`config.mk`:
```
export PLATFORM = sky130hd
export DESIGN_NAME = keyless_des_round_block_decrypt_unit
export DESIGN_NICKNAME = d
export VERILOG_FILES = /design/src/kdes_pkg.sv /design/src/keyless_des_round_block_decrypt_unit.sv
export SDC_FILE = /design/constraint.sdc
export NUM_CORES = 1
export LEC_CHECK = 0
export BUFFER_PORTS_ARGS = -buffer_cell sky130_fd_sc_hd__buf_2
export CORE_AREA = 2 2 147 149
export CTS_BUF_LIST = sky130_fd_sc_hd__clkbuf_4 sky130_fd_sc_hd__clkbuf_8
export DETAILED_ROUTE_END_ITERATION = 10
export DIE_AREA = 0 0 149 151
export HOLD_SLACK_MARGIN = 0.08
export PLACE_DENSITY = 0.71
export SYNTH_ARGS = -nofsm -noshare
export SYNTH_HDL_FRONTEND = slang
export SYNTH_SLANG_ARGS = --single-unit
```
`constraint.sdc`:
```
create_clock -name clk_i -period 2.75 [get_ports clk_i]
set_input_delay 0.1375 -clock clk_i [delete_from_list [all_inputs] [get_ports clk_i]]
set_output_delay 0.1375 -clock clk_i [all_outputs]
set_load 0.005 [all_outputs]
```
`src/kdes_pkg.sv`:
```
`timescale 1ns / 1ps

package kdes_pkg;

  localparam int unsigned BlockW = 64;
  localparam int unsigned HalfW  = 32;
  localparam int unsigned SelW   = 6;

  typedef logic [BlockW-1:0] block_t;
  typedef logic [HalfW-1:0]  half_t;
  typedef logic [SelW-1:0]   sel_t;

  // des bit numbers, 1-based, first bit is the msb of the block
  localparam logic [7:0] PermIp [64] = '{
    8'd58, 8'd50, 8'd42, 8'd34, 8'd26, 8'd18, 8'd10, 8'd2,
    8'd60, 8'd52, 8'd44, 8'd36, 8'd28, 8'd20, 8'd12, 8'd4,
    8'd62, 8'd54, 8'd46, 8'd38, 8'd30, 8'd22, 8'd14, 8'd6,
    8'd64, 8'd56, 8'd48, 8'd40, 8'd32, 8'd24, 8'd16, 8'd8,
    8'd57, 8'd49, 8'd41, 8'd33, 8'd25, 8'd17, 8'd9,  8'd1,
    8'd59, 8'd51, 8'd43, 8'd35, 8'd27, 8'd19, 8'd11, 8'd3,
    8'd61, 8'd53, 8'd45, 8'd37, 8'd29, 8'd21, 8'd13, 8'd5,
    8'd63, 8'd55, 8'd47, 8'd39, 8'd31, 8'd23, 8'd15, 8'd7
  };

  localparam logic [7:0] PermFp [64] = '{
    8'd40, 8'd8,  8'd48, 8'd16, 8'd56, 8'd24, 8'd64, 8'd32,
    8'd39, 8'd7,  8'd47, 8'd15, 8'd55, 8'd23, 8'd63, 8'd31,
    8'd38, 8'd6,  8'd46, 8'd14, 8'd54, 8'd22, 8'd62, 8'd30,
    8'd37, 8'd5,  8'd45, 8'd13, 8'd53, 8'd21, 8'd61, 8'd29,
    8'd36, 8'd4,  8'd44, 8'd12, 8'd52, 8'd20, 8'd60, 8'd28,
    8'd35, 8'd3,  8'd43, 8'd11, 8'd51, 8'd19, 8'd59, 8'd27,
    8'd34, 8'd2,  8'd42, 8'd10, 8'd50, 8'd18, 8'd58, 8'd26,
    8'd33, 8'd1,  8'd41, 8'd9,  8'd49, 8'd17, 8'd57, 8'd25
  };

  localparam logic [7:0] PermP [32] = '{
    8'd16, 8'd7,  8'd20, 8'd21, 8'd29, 8'd12, 8'd28, 8'd17,
    8'd1,  8'd15, 8'd23, 8'd26, 8'd5,  8'd18, 8'd31, 8'd10,
    8'd2,  8'd8,  8'd24, 8'd14, 8'd32, 8'd27, 8'd3,  8'd9,
    8'd19, 8'd13, 8'd30, 8'd6,  8'd22, 8'd11, 8'd4,  8'd25
  };

  // paired s-boxes: high nibble even box, low nibble odd box
  localparam logic [7:0] SboxPair [4][64] = '{
    '{
      8'hef, 8'h03, 8'h41, 8'hfd, 8'hd8, 8'h74, 8'h1e, 8'h47,
      8'h26, 8'hef, 8'hfb, 8'h22, 8'hb3, 8'hd8, 8'h84, 8'h1e,
      8'h39, 8'hac, 8'ha7, 8'h60, 8'h62, 8'hc1, 8'hcd, 8'hba,
      8'h5c, 8'h96, 8'h90, 8'h59, 8'h05, 8'h3b, 8'h7a, 8'h85,
      8'h40, 8'hfd, 8'h1e, 8'hc8, 8'he7, 8'h8a, 8'h8b, 8'h21,
      8'hda, 8'h43, 8'h64, 8'h9f, 8'h2d, 8'h14, 8'hb1, 8'h72,
      8'hf5, 8'h5b, 8'hc8, 8'hb6, 8'h9c, 8'h37, 8'h76, 8'hec,
      8'h39, 8'ha0, 8'ha3, 8'h05, 8'h52, 8'h6e, 8'h0f, 8'hd9
    },
    '{
      8'ha7, 8'hdd, 8'h0d, 8'h78, 8'h9e, 8'h0b, 8'he3, 8'h95,
      8'h60, 8'h36, 8'h36, 8'h4f, 8'hf9, 8'h60, 8'h5a, 8'ha3,
      8'h11, 8'h24, 8'hd2, 8'h87, 8'hc8, 8'h52, 8'h75, 8'hec,
      8'hbb, 8'hc1, 8'h4c, 8'hba, 8'h24, 8'hfe, 8'h8f, 8'h19,
      8'hda, 8'h13, 8'h66, 8'haf, 8'h49, 8'hd0, 8'h90, 8'h06,
      8'h8c, 8'h6a, 8'hfb, 8'h91, 8'h37, 8'h8d, 8'h0d, 8'h78,
      8'hbf, 8'h49, 8'h11, 8'hf4, 8'h23, 8'he5, 8'hce, 8'h3b,
      8'h55, 8'hbc, 8'ha2, 8'h57, 8'he8, 8'h22, 8'h74, 8'hce
    },
    '{
      8'h2c, 8'hea, 8'hc1, 8'hbf, 8'h4a, 8'h24, 8'h1f, 8'hc2,
      8'h79, 8'h47, 8'ha2, 8'h7c, 8'hb6, 8'hd9, 8'h68, 8'h15,
      8'h80, 8'h56, 8'h5d, 8'h01, 8'h33, 8'hfd, 8'hf4, 8'hae,
      8'hde, 8'h30, 8'h07, 8'h9b, 8'he5, 8'h83, 8'h9b, 8'h68,
      8'h49, 8'hb4, 8'h2e, 8'h83, 8'h1f, 8'hc2, 8'hb5, 8'h7c,
      8'ha2, 8'h19, 8'hd8, 8'he5, 8'h7c, 8'h2f, 8'h83, 8'hda,
      8'hf7, 8'h6b, 8'h90, 8'hfe, 8'hc4, 8'h01, 8'h5a, 8'h97,
      8'h61, 8'ha6, 8'h3d, 8'h40, 8'h0b, 8'h58, 8'he6, 8'h3d
    },
    '{
      8'h4d, 8'hd1, 8'hb2, 8'h0f, 8'h28, 8'hbd, 8'he4, 8'h78,
      8'hf6, 8'h4a, 8'h0f, 8'h93, 8'h8b, 8'h17, 8'hd1, 8'ha4,
      8'h3a, 8'hec, 8'hc9, 8'h35, 8'h93, 8'h56, 8'h7e, 8'hcb,
      8'h55, 8'h20, 8'ha0, 8'hfe, 8'h6c, 8'h89, 8'h17, 8'h62,
      8'h17, 8'h62, 8'h4b, 8'hb1, 8'hb4, 8'hde, 8'hd1, 8'h87,
      8'hc9, 8'h14, 8'h3c, 8'h4a, 8'h7e, 8'ha8, 8'he2, 8'h7d,
      8'ha0, 8'h9f, 8'hf6, 8'h5c, 8'h6a, 8'h09, 8'h8d, 8'hf0,
      8'h0f, 8'he3, 8'h53, 8'h25, 8'h95, 8'h36, 8'h28, 8'hcb
    }
  };

  function automatic block_t perm_ip(input block_t w);
    block_t r;
    r = '0;
    for (int i = 0; i < 64; i++) begin
      r[63-i] = w[64-int'(PermIp[i])];
    end
    return r;
  endfunction

  function automatic block_t perm_fp(input block_t w);
    block_t r;
    r = '0;
    for (int i = 0; i < 64; i++) begin
      r[63-i] = w[64-int'(PermFp[i])];
    end
    return r;
  endfunction

  // e expansion, s-box substitution, p permutation
  function automatic half_t round_mask(input half_t right);
    sel_t  sel [8];
    half_t subst;
    half_t res;
    logic [3:0] hi;
    logic [3:0] lo;
    for (int i = 0; i < 8; i++) begin
      for (int k = 0; k < 6; k++) begin
        sel[i][5-k] = right[31 - ((4*i + 31 + k) % 32)];
      end
    end
    subst = '0;
    for (int i = 0; i < 4; i++) begin
      hi = SboxPair[i][sel[2*i]][7:4];
      lo = SboxPair[i][sel[2*i+1]][3:0];
      subst[31-8*i -: 8] = {hi, lo};
    end
    res = '0;
    for (int i = 0; i < 32; i++) begin
      res[31-i] = subst[32-int'(PermP[i])];
    end
    return res;
  endfunction

endpackage

```
`src/keyless_des_round_block_decrypt_unit.sv`:
```
`timescale 1ns / 1ps

// keyless single-round des block transform
// request channel: drive cipher_block_i and pulse start_i; a request is taken
//   at every rising edge where start_i is high and busy_o is low. busy_o stays
//   low, so one block can be taken in every cycle.
// result channel: done_o is high for exactly one cycle and plain_block_o holds
//   the transformed block in that cycle. the receiver cannot stall, so it must
//   take the result in that cycle.
// datapath: the block sits in an input register, passes initial permutation,
//   one feistel round and final permutation, and lands in the result register.
// throughput: 1 block per cycle, set by the two register stages alone.
// results come out in request order, one per request.
// reset: rst_ni low clears both valid flags; requests in flight are dropped
//   and no result is shown until a new request arrives.
module keyless_des_round_block_decrypt_unit (
  input  logic                  clk_i,
  input  logic                  rst_ni,
  input  logic                  start_i,
  output logic                  busy_o,
  input  kdes_pkg::block_t      cipher_block_i,
  output logic                  done_o,
  output kdes_pkg::block_t      plain_block_o
);
  import kdes_pkg::*;

  logic   in_vld_q;
  block_t in_q;
  logic   done_q;
  block_t out_q;
  block_t out_d;
  block_t ip_w;
  half_t  left_w;

  assign busy_o = 1'b0;

  always_comb begin
    ip_w   = perm_ip(in_q);
    left_w = ip_w[63:32] ^ round_mask(ip_w[31:0]);
    out_d  = perm_fp({left_w, ip_w[31:0]});
  end

  always_ff @(posedge clk_i or negedge rst_ni) begin
    if (!rst_ni) begin
      in_vld_q <= 1'b0;
      done_q   <= 1'b0;
    end else begin
      in_vld_q <= start_i && !busy_o;
      done_q   <= in_vld_q;
    end
  end

  always_ff @(posedge clk_i or negedge rst_ni) begin
    if (!rst_ni) begin
      in_q  <= '0;
      out_q <= '0;
    end else begin
      if (start_i && !busy_o) begin
        in_q <= cipher_block_i;
      end
      if (in_vld_q) begin
        out_q <= out_d;
      end
    end
  end

  assign done_o        = done_q;
  assign plain_block_o = out_q;

  a_req_to_done: assert property (@(posedge clk_i) disable iff (!rst_ni)
    (start_i && !busy_o) |=> ##1 done_o)
    else $error("accepted request produced no result");

  a_done_has_req: assert property (@(posedge clk_i) disable iff (!rst_ni)
    done_o |-> $past(in_vld_q))
    else $error("result without a request in the input stage");

  a_no_req_no_done: assert property (@(posedge clk_i) disable iff (!rst_ni)
    !in_vld_q |=> !done_o)
    else $error("spurious result strobe");

  a_result_held_idle: assert property (@(posedge clk_i) disable iff (!rst_ni)
    !in_vld_q |=> $stable(plain_block_o))
    else $error("result register changed with no block in flight");

endmodule
```
==> results of run 1 <==
-- metrics by stage --
step | hold slack, ns | cells | util, %
after global placement | 0.208 | 1384 | 52.5
after global routing | 0.173 | 1481 | 57.9
final | 0.142 | 1481 | 57.9
after floorplan | -0.158 | 1022 | -
after CTS | 0.121 | 1481 | 57.9
after detailed placement | 0.206 | 1384 | 52.5
-- logic make-up after synthesis --
group | count (synthesis)
adder cells (fa/ha/maj) | 61
other | 1
AO/OA/AOI/OAI | 265
flip-flops | 130
multiplexers | 157
AND/OR/NAND/NOR | 227
XOR/XNOR | 48
buffers and inverters | 133
-- power by group --
part	internal (mW)	switching, mW
sequential	2.22	0.304
combinational	1.26	1.15
clock	1.24	0.799
-- worst max-delay path by stage --
stage                               from                       endpoint  depth (start not counted)
floorplan            in_q[1]$_DFFE_PN0P_  plain_block_o[20]$_DFFE_PN0P_                         10
global placement    in_q[29]$_DFFE_PN0P_  plain_block_o[40]$_DFFE_PN0P_                          6
detailed placement  in_q[29]$_DFFE_PN0P_  plain_block_o[40]$_DFFE_PN0P_                          6
CTS                 in_q[29]$_DFFE_PN0P_  plain_block_o[40]$_DFFE_PN0P_                          6
global route        in_q[29]$_DFFE_PN0P_  plain_block_o[40]$_DFFE_PN0P_                          8
finish              in_q[29]$_DFFE_PN0P_  plain_block_o[40]$_DFFE_PN0P_                          6
-- layout make-up --
cell class | count | area [um2]
clock buffer | 24 | 324
clock inverter | 8 | 170
fill | 1764 | 8760
inverter | 36 | 135
multi-input combinational | 759 | 6090
sequential | 130 | 3260
tap | 275 | 344
timing repair buffer | 249 | 1750
-- metal layers --
layer	global-route usage (%)	up-vias	wire (um)
met5	0	-	0
met4	7.29	0	415
met3	3.70	34	1240
met2	36.9	279	11800
met1	28.3	4011	10600
li1	-	4042	-
-- flip-flops by register name, indices dropped and copies added (netlist names) --
name           count
done_o             1
in_q              64
plain_block_o     64
in_vld_q           1
-- cells in the mapped netlist (22+ instances only) --
cell type,n,area share (%)
nand2_1,59,2.2
ha_1,61,7.6
a211oi_1,22,1.6
a21oi_1,61,3.0
mux4_2,25,5.6
clkbuf_1,26,0.97
nor2_1,57,2.1
dfrtp_1,130,32
mux2i_1,34,3.4
xnor2_1,31,2.7
buf_2,40,2.0
o21ai_0,71,3.5
inv_1,28,1.0
mux2_2,95,11
-- layout by cell type (no fill, tap or decap), drive strengths merged, types with 24 or more instances in the layout --
cell         synthesis  layout
nor2                59      59
xnor2               31      31
inv                 35      35
nand2               59      59
buf                 71     184
mux2i               34      34
mux4                26      26
clkbuf              26      24
dlygate4sd3          0      65
ha                  61      61
o21ai               74      74
a21oi               61      61
dfrtp              130     130
mux2                97      97
-- timing repair --
action / 4_1_cts / 5_1_grt
hold endpoints to repair: 136 / 0
setup buffers: 0 / 0
resized for setup: 0 / 0
hold buffers: 65 / 0
-- worst reg2reg max path: cells and delay by family (launching register included) --
| family | cells | cell delay [ns] |
|---|---|---|
| adders and majority gates | 1 | 0.35 |
| DFF | 1 | 0.55 |
| buffers and inverters | 1 | 0.12 |
| muxes | 3 | 1.26 |
| xor gates and xnor gates | 1 | 0.13 |
==> flow_summary.yaml, run 1 <==
worst_hold_path:
  min_to: "in_q[3]$_DFFE_PN0P_"
  hold_path.startpoint: "start_i"
  whs_path_depth: 3
  hp-class: "in2reg"
floorplan:
  die_h_um: 151
  dieArea_um2: 22500
  boundaryPins: 133
  row_count: 53
  coreArea_um2: 20800
  chipWidth_um: 149
  initial_core_util_pct: 48.2
synth:
  synth.distinct_cells: 75
  syn_nets: 1150
  syn_inst: 1022
  yosysSeqAreaShare_pct: 32.4
  synth_edf_count: 0
  yosysWarnings: 0
  synth_mux_area_share_pct: 20.2
  synth_fa_ha_area_share_pct: 7.61
  ys_ff_latch: 130
  async_flop_share_pct: 100
  syn_area_um2: 10000
  ys.flop_type: "dfrtp_1"
  avgSynthCellArea_um2: 9.81
  synthSimpleGateAreaFrac_pct: 11.3
  synth-compound-area-share_pct: 17.3
  synth_top_family_by_area: "multiplexers"
  yosys.area_share.xor_xnor_pct: 4.19
clocking:
  clock_latency_ns: 0.46
  ctsLongestPathBuffers: 2
  cts_made_buffers: 17
  clock-sinks: 130
  h-tree-depth: 4
  clockRootBuffer: "clkbuf_8"
  cts_tree: "yes"
  path_clk_slew_ns: 0.08
global_routing:
  grt_pass1_vias: 8078
  grt_overflow: 0
  grt_max_degree: 74
  antenna_found_initial: 0
  grt_pass1_wl_mm: 39.7
  track_usage_pct: 21.7
placement:
  pre_cts_ws_ns: 0.239
  port_buffers: 131
  placed_area_um2: 10900
  hpwlAfterDp_mm: 16.0
  place_congestion: 0.860
finish:
  drive_gt1_share_pct: 29.6
  syn_to_final_growth_pct: 20.3
  design_area_um2: 12100
  nNetsFinal: 1321
  antenna_cells: 0
routing:
  vias: 8366
  dr.pass1.iters: 5
  vias_per_cell: 5.65
  drt_wl_total_mm: 24.0
  drt-initial-drc-count: 466
  drtAntennaViolNets: 0
  wl_per_cell_um: 16.2
  drcViolationCount: 0
power_and_ir_drop:
  p_total_mw: 6.97
  power.density_nw_per_um2: 577
  ir_worst_vdd_mv: 0.291
  p_leak_nw: 5.29
critical_path:
  rr_startpoint: "in_q[29]$_DFFE_PN0P_"
  worstSetupPathType: "reg2reg"
  reg2reg_depth: 6
  required_ns: 3.10
  cp_num_buf_inv: 1
  critPathTopFamily: "multiplexers"
  crit_fanout: 11
  rrSetupSlack_ns: 0.24
  critPathArrivalTime_ns: 2.86
  crit_path_end_kind: "flip-flop"
  crit_path_top_delay_cell: "dfrtp_1"
  critPathMaxStageDelay_ns: 0.55
  path_cells: "inv_1 > ha_1 > mux4_1 > mux4_2 > xnor2_1 > mux2_2"
  startpoint_type: "flip-flop"
  r2r-end: "plain_block_o[40]$_DFFE_PN0P_"
sta:
  skew_ns: 0.0118
  maxSlewHeadroom_pct: 44.4
  tns_ns: 0
  setup_violations: 0
  maxSlewViolCount: 0
  fin_crit_sh_pct: 91.3
  hold_viol_final: 0
  setup_ws_ns: 0.240
  max_slew.worst_pin.slew_ns: 0.834
  clock.fmax_mhz: 398
  grt_setup_unrepaired: "false"
  post-route-min-period_ns: 2.51
status:
  status: "completed"
run:
  drv_cap: 0
(Power assumes the default switching activity.)
==> inputs of run 2 (changes only) <==
- ABC_AREA: default -> 1
- CORE_AREA: 2 2 147 149 -> 2 2 144 146
- DIE_AREA: 0 0 149 151 -> 0 0 146 148
- PLACE_DENSITY: 0.71 -> 0.72
==> flow_summary.yaml, run 2 <==
clocking:
  h-tree-depth: 4
  clockRootBuffer: "clkbuf_8"
  cts_setup_buffers: 0
  clock-sinks: 130
  clock_latency_ns: 0.46
  ctsLongestPathBuffers: 2
  cts_tree: "yes"
  cts_resized: 0
  path_clk_slew_ns: 0.08
  cts_made_buffers: 17
  postCtsHoldBufs: 65
synth:
  synthSimpleGateAreaFrac_pct: 41.3
  avgSynthCellArea_um2: 6.42
  syn_nets: 1641
  synth_area_leaders: "dfrtp_1 (33%), nand2_1 (25%), nand3_1 (14%)"
  synth_area_leader_cell: "dfrtp_1"
  yosysWarnings: 0
  yosysSeqAreaShare_pct: 33.5
  yosys.area_share.xor_xnor_pct: 0.0901
  syn_inst: 1513
  ys.flop_type: "dfrtp_1"
  synth_top_family_by_area: "simple AND/OR/NAND/NOR gates"
  synth_edf_count: 0
  synth_common_cells: "nand2_1 (638), nand3_1 (280), dfrtp_1 (130)"
  ys_ff_latch: 130
  synth-compound-area-share_pct: 7.74
  synth_fa_ha_area_share_pct: 7.85
  syn_area_um2: 9720
  yosysMostFrequentCell: "nand2_1"
  synth_mux_area_share_pct: 0
  synth_top_area_share_pct: 33.5
  synth.distinct_cells: 22
  async_flop_share_pct: 100
critical_path:
  crit_top_cell: "nand2_1"
  required_ns: 3.10
  r2r-end: "plain_block_o[54]$_DFFE_PN0P_"
  reg2reg_depth: 11
  crit_path_end_kind: "flip-flop"
  critPathArrivalTime_ns: 2.63
  rr_startpoint: "in_q[33]$_DFFE_PN0P_"
  critPathMaxStageDelay_ns: 0.55
  startpoint_type: "flip-flop"
  path_cells: "inv_1 > ha_1 > nor2_1 > nor2_1 > nand2_1 > nand2_1 > nand2_1 > nand3_1 > nand3_1 > nand3_1 > nand2_1"
  crit_fanout: 16
  rrSetupSlack_ns: 0.46
  crit_path_top_delay_cell: "dfrtp_1"
  worstSetupPathType: "reg2reg"
sta:
  grt_setup_unrepaired: "false"
  clock.fmax_mhz: 437
  max_slew.worst_pin.slew_ns: 0.821
  post-route-min-period_ns: 2.29
  fin_crit_sh_pct: 83.1
  setup_violations: 0
  tns_ns: 0
  fin_hold_ws_ns: 0.178
  maxSlewHeadroom_pct: 45.3
  skew_ns: 0.0111
  maxSlewViolCount: 0
  hold_viol_final: 0
routing:
  drt_wl_total_mm: 26.4
  vias_per_cell: 5.19
  drtAntennaViolNets: 0
  drt-initial-drc-count: 775
  dr.pass1.iters: 5
  wl_per_cell_um: 13.5
  vias: 10135
  drcViolationCount: 0
floorplan:
  die_h_um: 148
  chipWidth_um: 146
  boundaryPins: 133
  coreArea_um2: 20000
  dieArea_um2: 21600
  initial_core_util_pct: 48.5
  row_count: 52
placement:
  place_congestion: 0.944
  port_buffers: 131
  numPlacedInstances: 1857
  hpwlAfterDp_mm: 17.7
finish:
  final_cell_mix: "nand2_1 (638), nand3_1 (280), dfrtp_1 (130), buf_2 (129), o21ai_0 (108)"
  multi_input_area_um2: 5540
  syn_to_final_growth_pct: 18.2
  layoutNonFillerInstCount: 1953
  final_core_util_pct: 57.3
  seqCellArea_um2: 3250
  drive_gt1_share_pct: 12.4
  antenna_cells: 0
  nNetsFinal: 1799
  layout_commonest_cell: "nand2_1"
  nFillCells: 1923
run:
  drv_cap: 0
global_routing:
  grt_pass1_wl_mm: 44.6
  track_usage_pct: 24.8
  antenna_found_initial: 0
  grt_pass1_vias: 9331
  grt_overflow: 0
  grt_max_degree: 82
status:
  status: "completed"
power_and_ir_drop:
  p_leak_nw: 6.25
  p_total_mw: 5.97
  power.density_nw_per_um2: 519
  ir_worst_vdd_mv: 0.287
worst_hold_path:
  hp-class: "in2async"
run 2: cell types whose count changed in the layout (fill, tap and decap cells not counted), moves of 17 or more:
cell / change
a211oi_1: -22
a21oi_1: -42
buf_4: -33
inv_1: +79
mux2_2: -95
mux2i_1: -34
mux4_2: -25
nand2_1: +579
nand2b_1: -20
nand3_1: +267
nor2_1: -17
nor2b_1: -21
o21ai_0: +37
xnor2_1: -31
run 2: area by class of cell:
| cell class | instances | share of cell area [%] |
|---|---|---|
| clock buffer | 22 | 2.53 |
| clock inverter | 9 | 0.719 |
| inverter | 129 | 4.22 |
| multi-input combinational | 1177 | 48.2 |
| sequential | 130 | 28.3 |
| tap | 270 | 2.94 |
| timing repair buffer | 216 | 13.1 |
run 2: stage by stage:
step | cell area (um2) | setup slack [ns]
after floorplan | 9720 | 0.777
after global placement | 10500 | 0.603
after detailed placement | 10500 | 0.486
after CTS | 11500 | 0.479
after global routing | 11500 | 0.178
final | 11500 | 0.464
run 2: cells by family (layout without fill, tap and decap cells):
logic type      Yosys count  after routing
other cells               1              1
fa+ha+maj                61             61
buf+inv                 206            376
compound gates          146            146
flops                   130            130
simple gates            968            968
xor+xnor                  1              1
run 2: where the power goes:
part	internal [mW]	leakage, nW	switching [mW]
sequential	2.14	1.58	0.246
clock	0.795	0.180	0.802
combinational	0.766	4.49	1.21
total	3.71	6.25	2.26
run 2: worst max-delay path by stage:
stage                         startpoint                             to  slack (ns)  cells past startpoint
floorplan           in_q[25]$_DFFE_PN0P_  plain_block_o[54]$_DFFE_PN0P_        0.78                     12
global placement    in_q[33]$_DFFE_PN0P_  plain_block_o[28]$_DFFE_PN0P_        0.60                     11
detailed placement  in_q[33]$_DFFE_PN0P_  plain_block_o[54]$_DFFE_PN0P_        0.49                     11
CTS                 in_q[33]$_DFFE_PN0P_  plain_block_o[54]$_DFFE_PN0P_        0.48                     11
global route        in_q[33]$_DFFE_PN0P_  plain_block_o[54]$_DFFE_PN0P_        0.18                     12
finish              in_q[33]$_DFFE_PN0P_  plain_block_o[54]$_DFFE_PN0P_        0.46                     11
run 2: critical path, delay by kind of cell (launching register included):
kind | cells | cell delay, ns
DFF | 1 | 0.55
and+or+nand+nor | 9 | 0.82
adders and majority gates | 1 | 0.46
buffers and inverters | 1 | 0.34
run 2: routing by layer:
metal	vias to the layer above	part of all wire, %	GRT usage [%]
met4	0	1.7	7.48
li1	5156	-	-
met5	-	0	0
met1	4578	46	34.8
met2	355	46	39.6
met3	46	5.9	3.89
==> inputs of run 3 (changes only) <==
- clock period: 2.75 -> 1.9 ns (I/O delays scaled with it)
==> flow_summary.yaml, run 3 (synthesized netlist as in run 2, its figures left out) <==
status:
  status: "completed"
worst_hold_path:
  hp-class: "in2reg"
  min_to: "in_q[11]$_DFFE_PN0P_"
  hold_path.startpoint: "start_i"
  whs_path_depth: 3
floorplan:
  chipWidth_um: 146
  row_count: 52
  initial_core_util_pct: 48.5
  boundaryPins: 133
  die_h_um: 148
  coreArea_um2: 20000
  dieArea_um2: 21600
routing:
  vias: 10256
  wl_per_cell_um: 13.4
  drtAntennaViolNets: 0
  drcViolationCount: 0
  dr.pass1.iters: 5
  drt-initial-drc-count: 724
  drt_wl_total_mm: 26.7
  vias_per_cell: 5.15
placement:
  place_congestion: 0.917
  numPlacedInstances: 1895
  placed_area_um2: 10800
  port_buffers: 131
  hpwlAfterDp_mm: 18.1
clocking:
  clock-sinks: 130
  cts_made_buffers: 17
  ctsLongestPathBuffers: 2
  h-tree-depth: 4
  path_clk_slew_ns: 0.08
  clock_latency_ns: 0.45
  clockRootBuffer: "clkbuf_8"
  cts_tree: "yes"
power_and_ir_drop:
  p_leak_nw: 6.45
  power.density_nw_per_um2: 739
  ir_worst_vdd_mv: 0.423
finish:
  nNetsFinal: 1838
  final_cell_mix: "nand2_1 (636), nand3_1 (280), dfrtp_1 (129), buf_2 (129), o21ai_0 (108)"
  nFillCells: 1968
  antenna_cells: 0
  syn_to_final_growth_pct: 21.2
  drive_gt1_share_pct: 14.8
  layoutNonFillerInstCount: 1991
  design_area_um2: 11800
  multi_input_area_um2: 5550
  seqCellArea_um2: 3250
  layout_commonest_cell: "nand2_1"
sta:
  post-route-min-period_ns: 1.70
  setup_violations: 0
  maxSlewHeadroom_pct: 65.0
  hold_viol_final: 0
  clock.fmax_mhz: 588
  maxSlewViolCount: 0
  skew_ns: 0.0143
  max_slew.worst_pin.slew_ns: 0.525
  fin_crit_sh_pct: 89.6
  grt_setup_unrepaired: "true"
critical_path:
  rrSetupSlack_ns: 0.20
  path_cells: "inv_1 > ha_1 > inv_1 > nand2_2 > nand2_1 > nand2_1 > nand2_1 > nand2_1 > nand2_1 > clkinv_1 > nand2_1 > nand2_1 > nand3_1 > nand2_1"
  rr_startpoint: "in_q[31]$_DFFE_PN0P_"
  crit_path_end_kind: "flip-flop"
  cp_num_buf_inv: 3
  worstSetupPathType: "reg2reg"
  startpoint_type: "flip-flop"
  critPathArrivalTime_ns: 2.04
  crit_fanout: 6
  critPathMaxStageDelay_ns: 0.40
  r2r-end: "plain_block_o[4]$_DFFE_PN0P_"
  reg2reg_depth: 14
  crit_path_top_delay_cell: "dfrtp_1"
  critPathTopFamily: "simple AND/OR/NAND/NOR gates"
  crit_top_cell: "nand2_1"
  required_ns: 2.24
global_routing:
  track_usage_pct: 25.0
  grt_max_degree: 59
  antenna_found_initial: 0
  grt_pass1_wl_mm: 45.3
  grt_overflow: 0
  grt_pass1_vias: 9698
run:
  drv_cap: 0
==> run 3: metrics by stage <==
stage | TNS [ns] | worst slack [ns] | util, % | hold slack, ns | total power, mW
final | 0 | 0.198 | 58.8 | 0.137 | 8.71
after floorplan | 0 | 0.00712 | - | -0.201 | 5.42
after CTS | 0 | 0.118 | 58.7 | 0.117 | 8.75
after global routing | -0.00329 | -0.00329 | 58.8 | 0.151 | 9.37
after detailed placement | 0 | 0.139 | 53.7 | 0.0751 | 6.36
after global placement | 0 | 0.183 | 53.7 | 0.0740 | 6.34
==> run 3: worst max-delay path by stage <==
stage / start / end / slack (ns) / cells past startpoint
after global routing: in_q[31]$_DFFE_PN0P_ / plain_block_o[4]$_DFFE_PN0P_ / -0.003 / 14
after global placement: in_q[37]$_DFFE_PN0P_ / plain_block_o[46]$_DFFE_PN0P_ / 0.18 / 12
after CTS: in_q[31]$_DFFE_PN0P_ / plain_block_o[4]$_DFFE_PN0P_ / 0.12 / 14
after floorplan: in_q[35]$_DFFE_PN0P_ / plain_block_o[62]$_DFFE_PN0P_ / 0.007 / 14
after detailed placement: in_q[33]$_DFFE_PN0P_ / plain_block_o[28]$_DFFE_PN0P_ / 0.14 / 11
final: in_q[31]$_DFFE_PN0P_ / plain_block_o[4]$_DFFE_PN0P_ / 0.20 / 14
==> run 3: worst register-to-register path: stages (launching register included) <==
cell and delay (ns):
dfrtp_1 0.40, inv_1 0.07, ha_1 0.34, inv_1 0.10, nand2_2 0.09, nand2_1 0.08
nand2_1 0.06, nand2_1 0.08, nand2_1 0.05, nand2_1 0.06, clkinv_1 0.07, nand2_1 0.05
nand2_1 0.04, nand3_1 0.06, nand2_1 0.05
==> run 3: per-layer routing <==
layer	vias to the layer above	track usage (%)	share of wire (%)
met1	4624	33.5	46
li1	5226	-	-
met5	-	0	0
met3	54	3.64	5.6
met4	0	8.74	2.3
met2	352	41.7	47
==> run 3: final cells by class <==
cell class | count | area share (%)
Clock buffer | 24 | 2.54
Clock inverter | 6 | 0.489
Inverter | 129 | 4.13
Multi-Input combinational cell | 1177 | 47.1
Sequential cell | 130 | 27.6
Tap cell | 270 | 2.87
Timing Repair Buffer | 255 | 15.2
==> run 3: what timing repair did <==
action,in CTS,in global routing
endpoints found under the hold margin,194,0
buffers inserted,0,1
hold buffers,65,0
gates resized for setup,0,6
setup endpoints to repair,0,8
==> run 3: report_power, final <==
group | switching (mW) | total, mW | internal, mW
sequential | 0.225 | 3.33 | 3.11
clock | 1.10 | 2.25 | 1.15
combinational | 1.91 | 3.12 | 1.21
total | 3.24 | 8.71 | 5.47
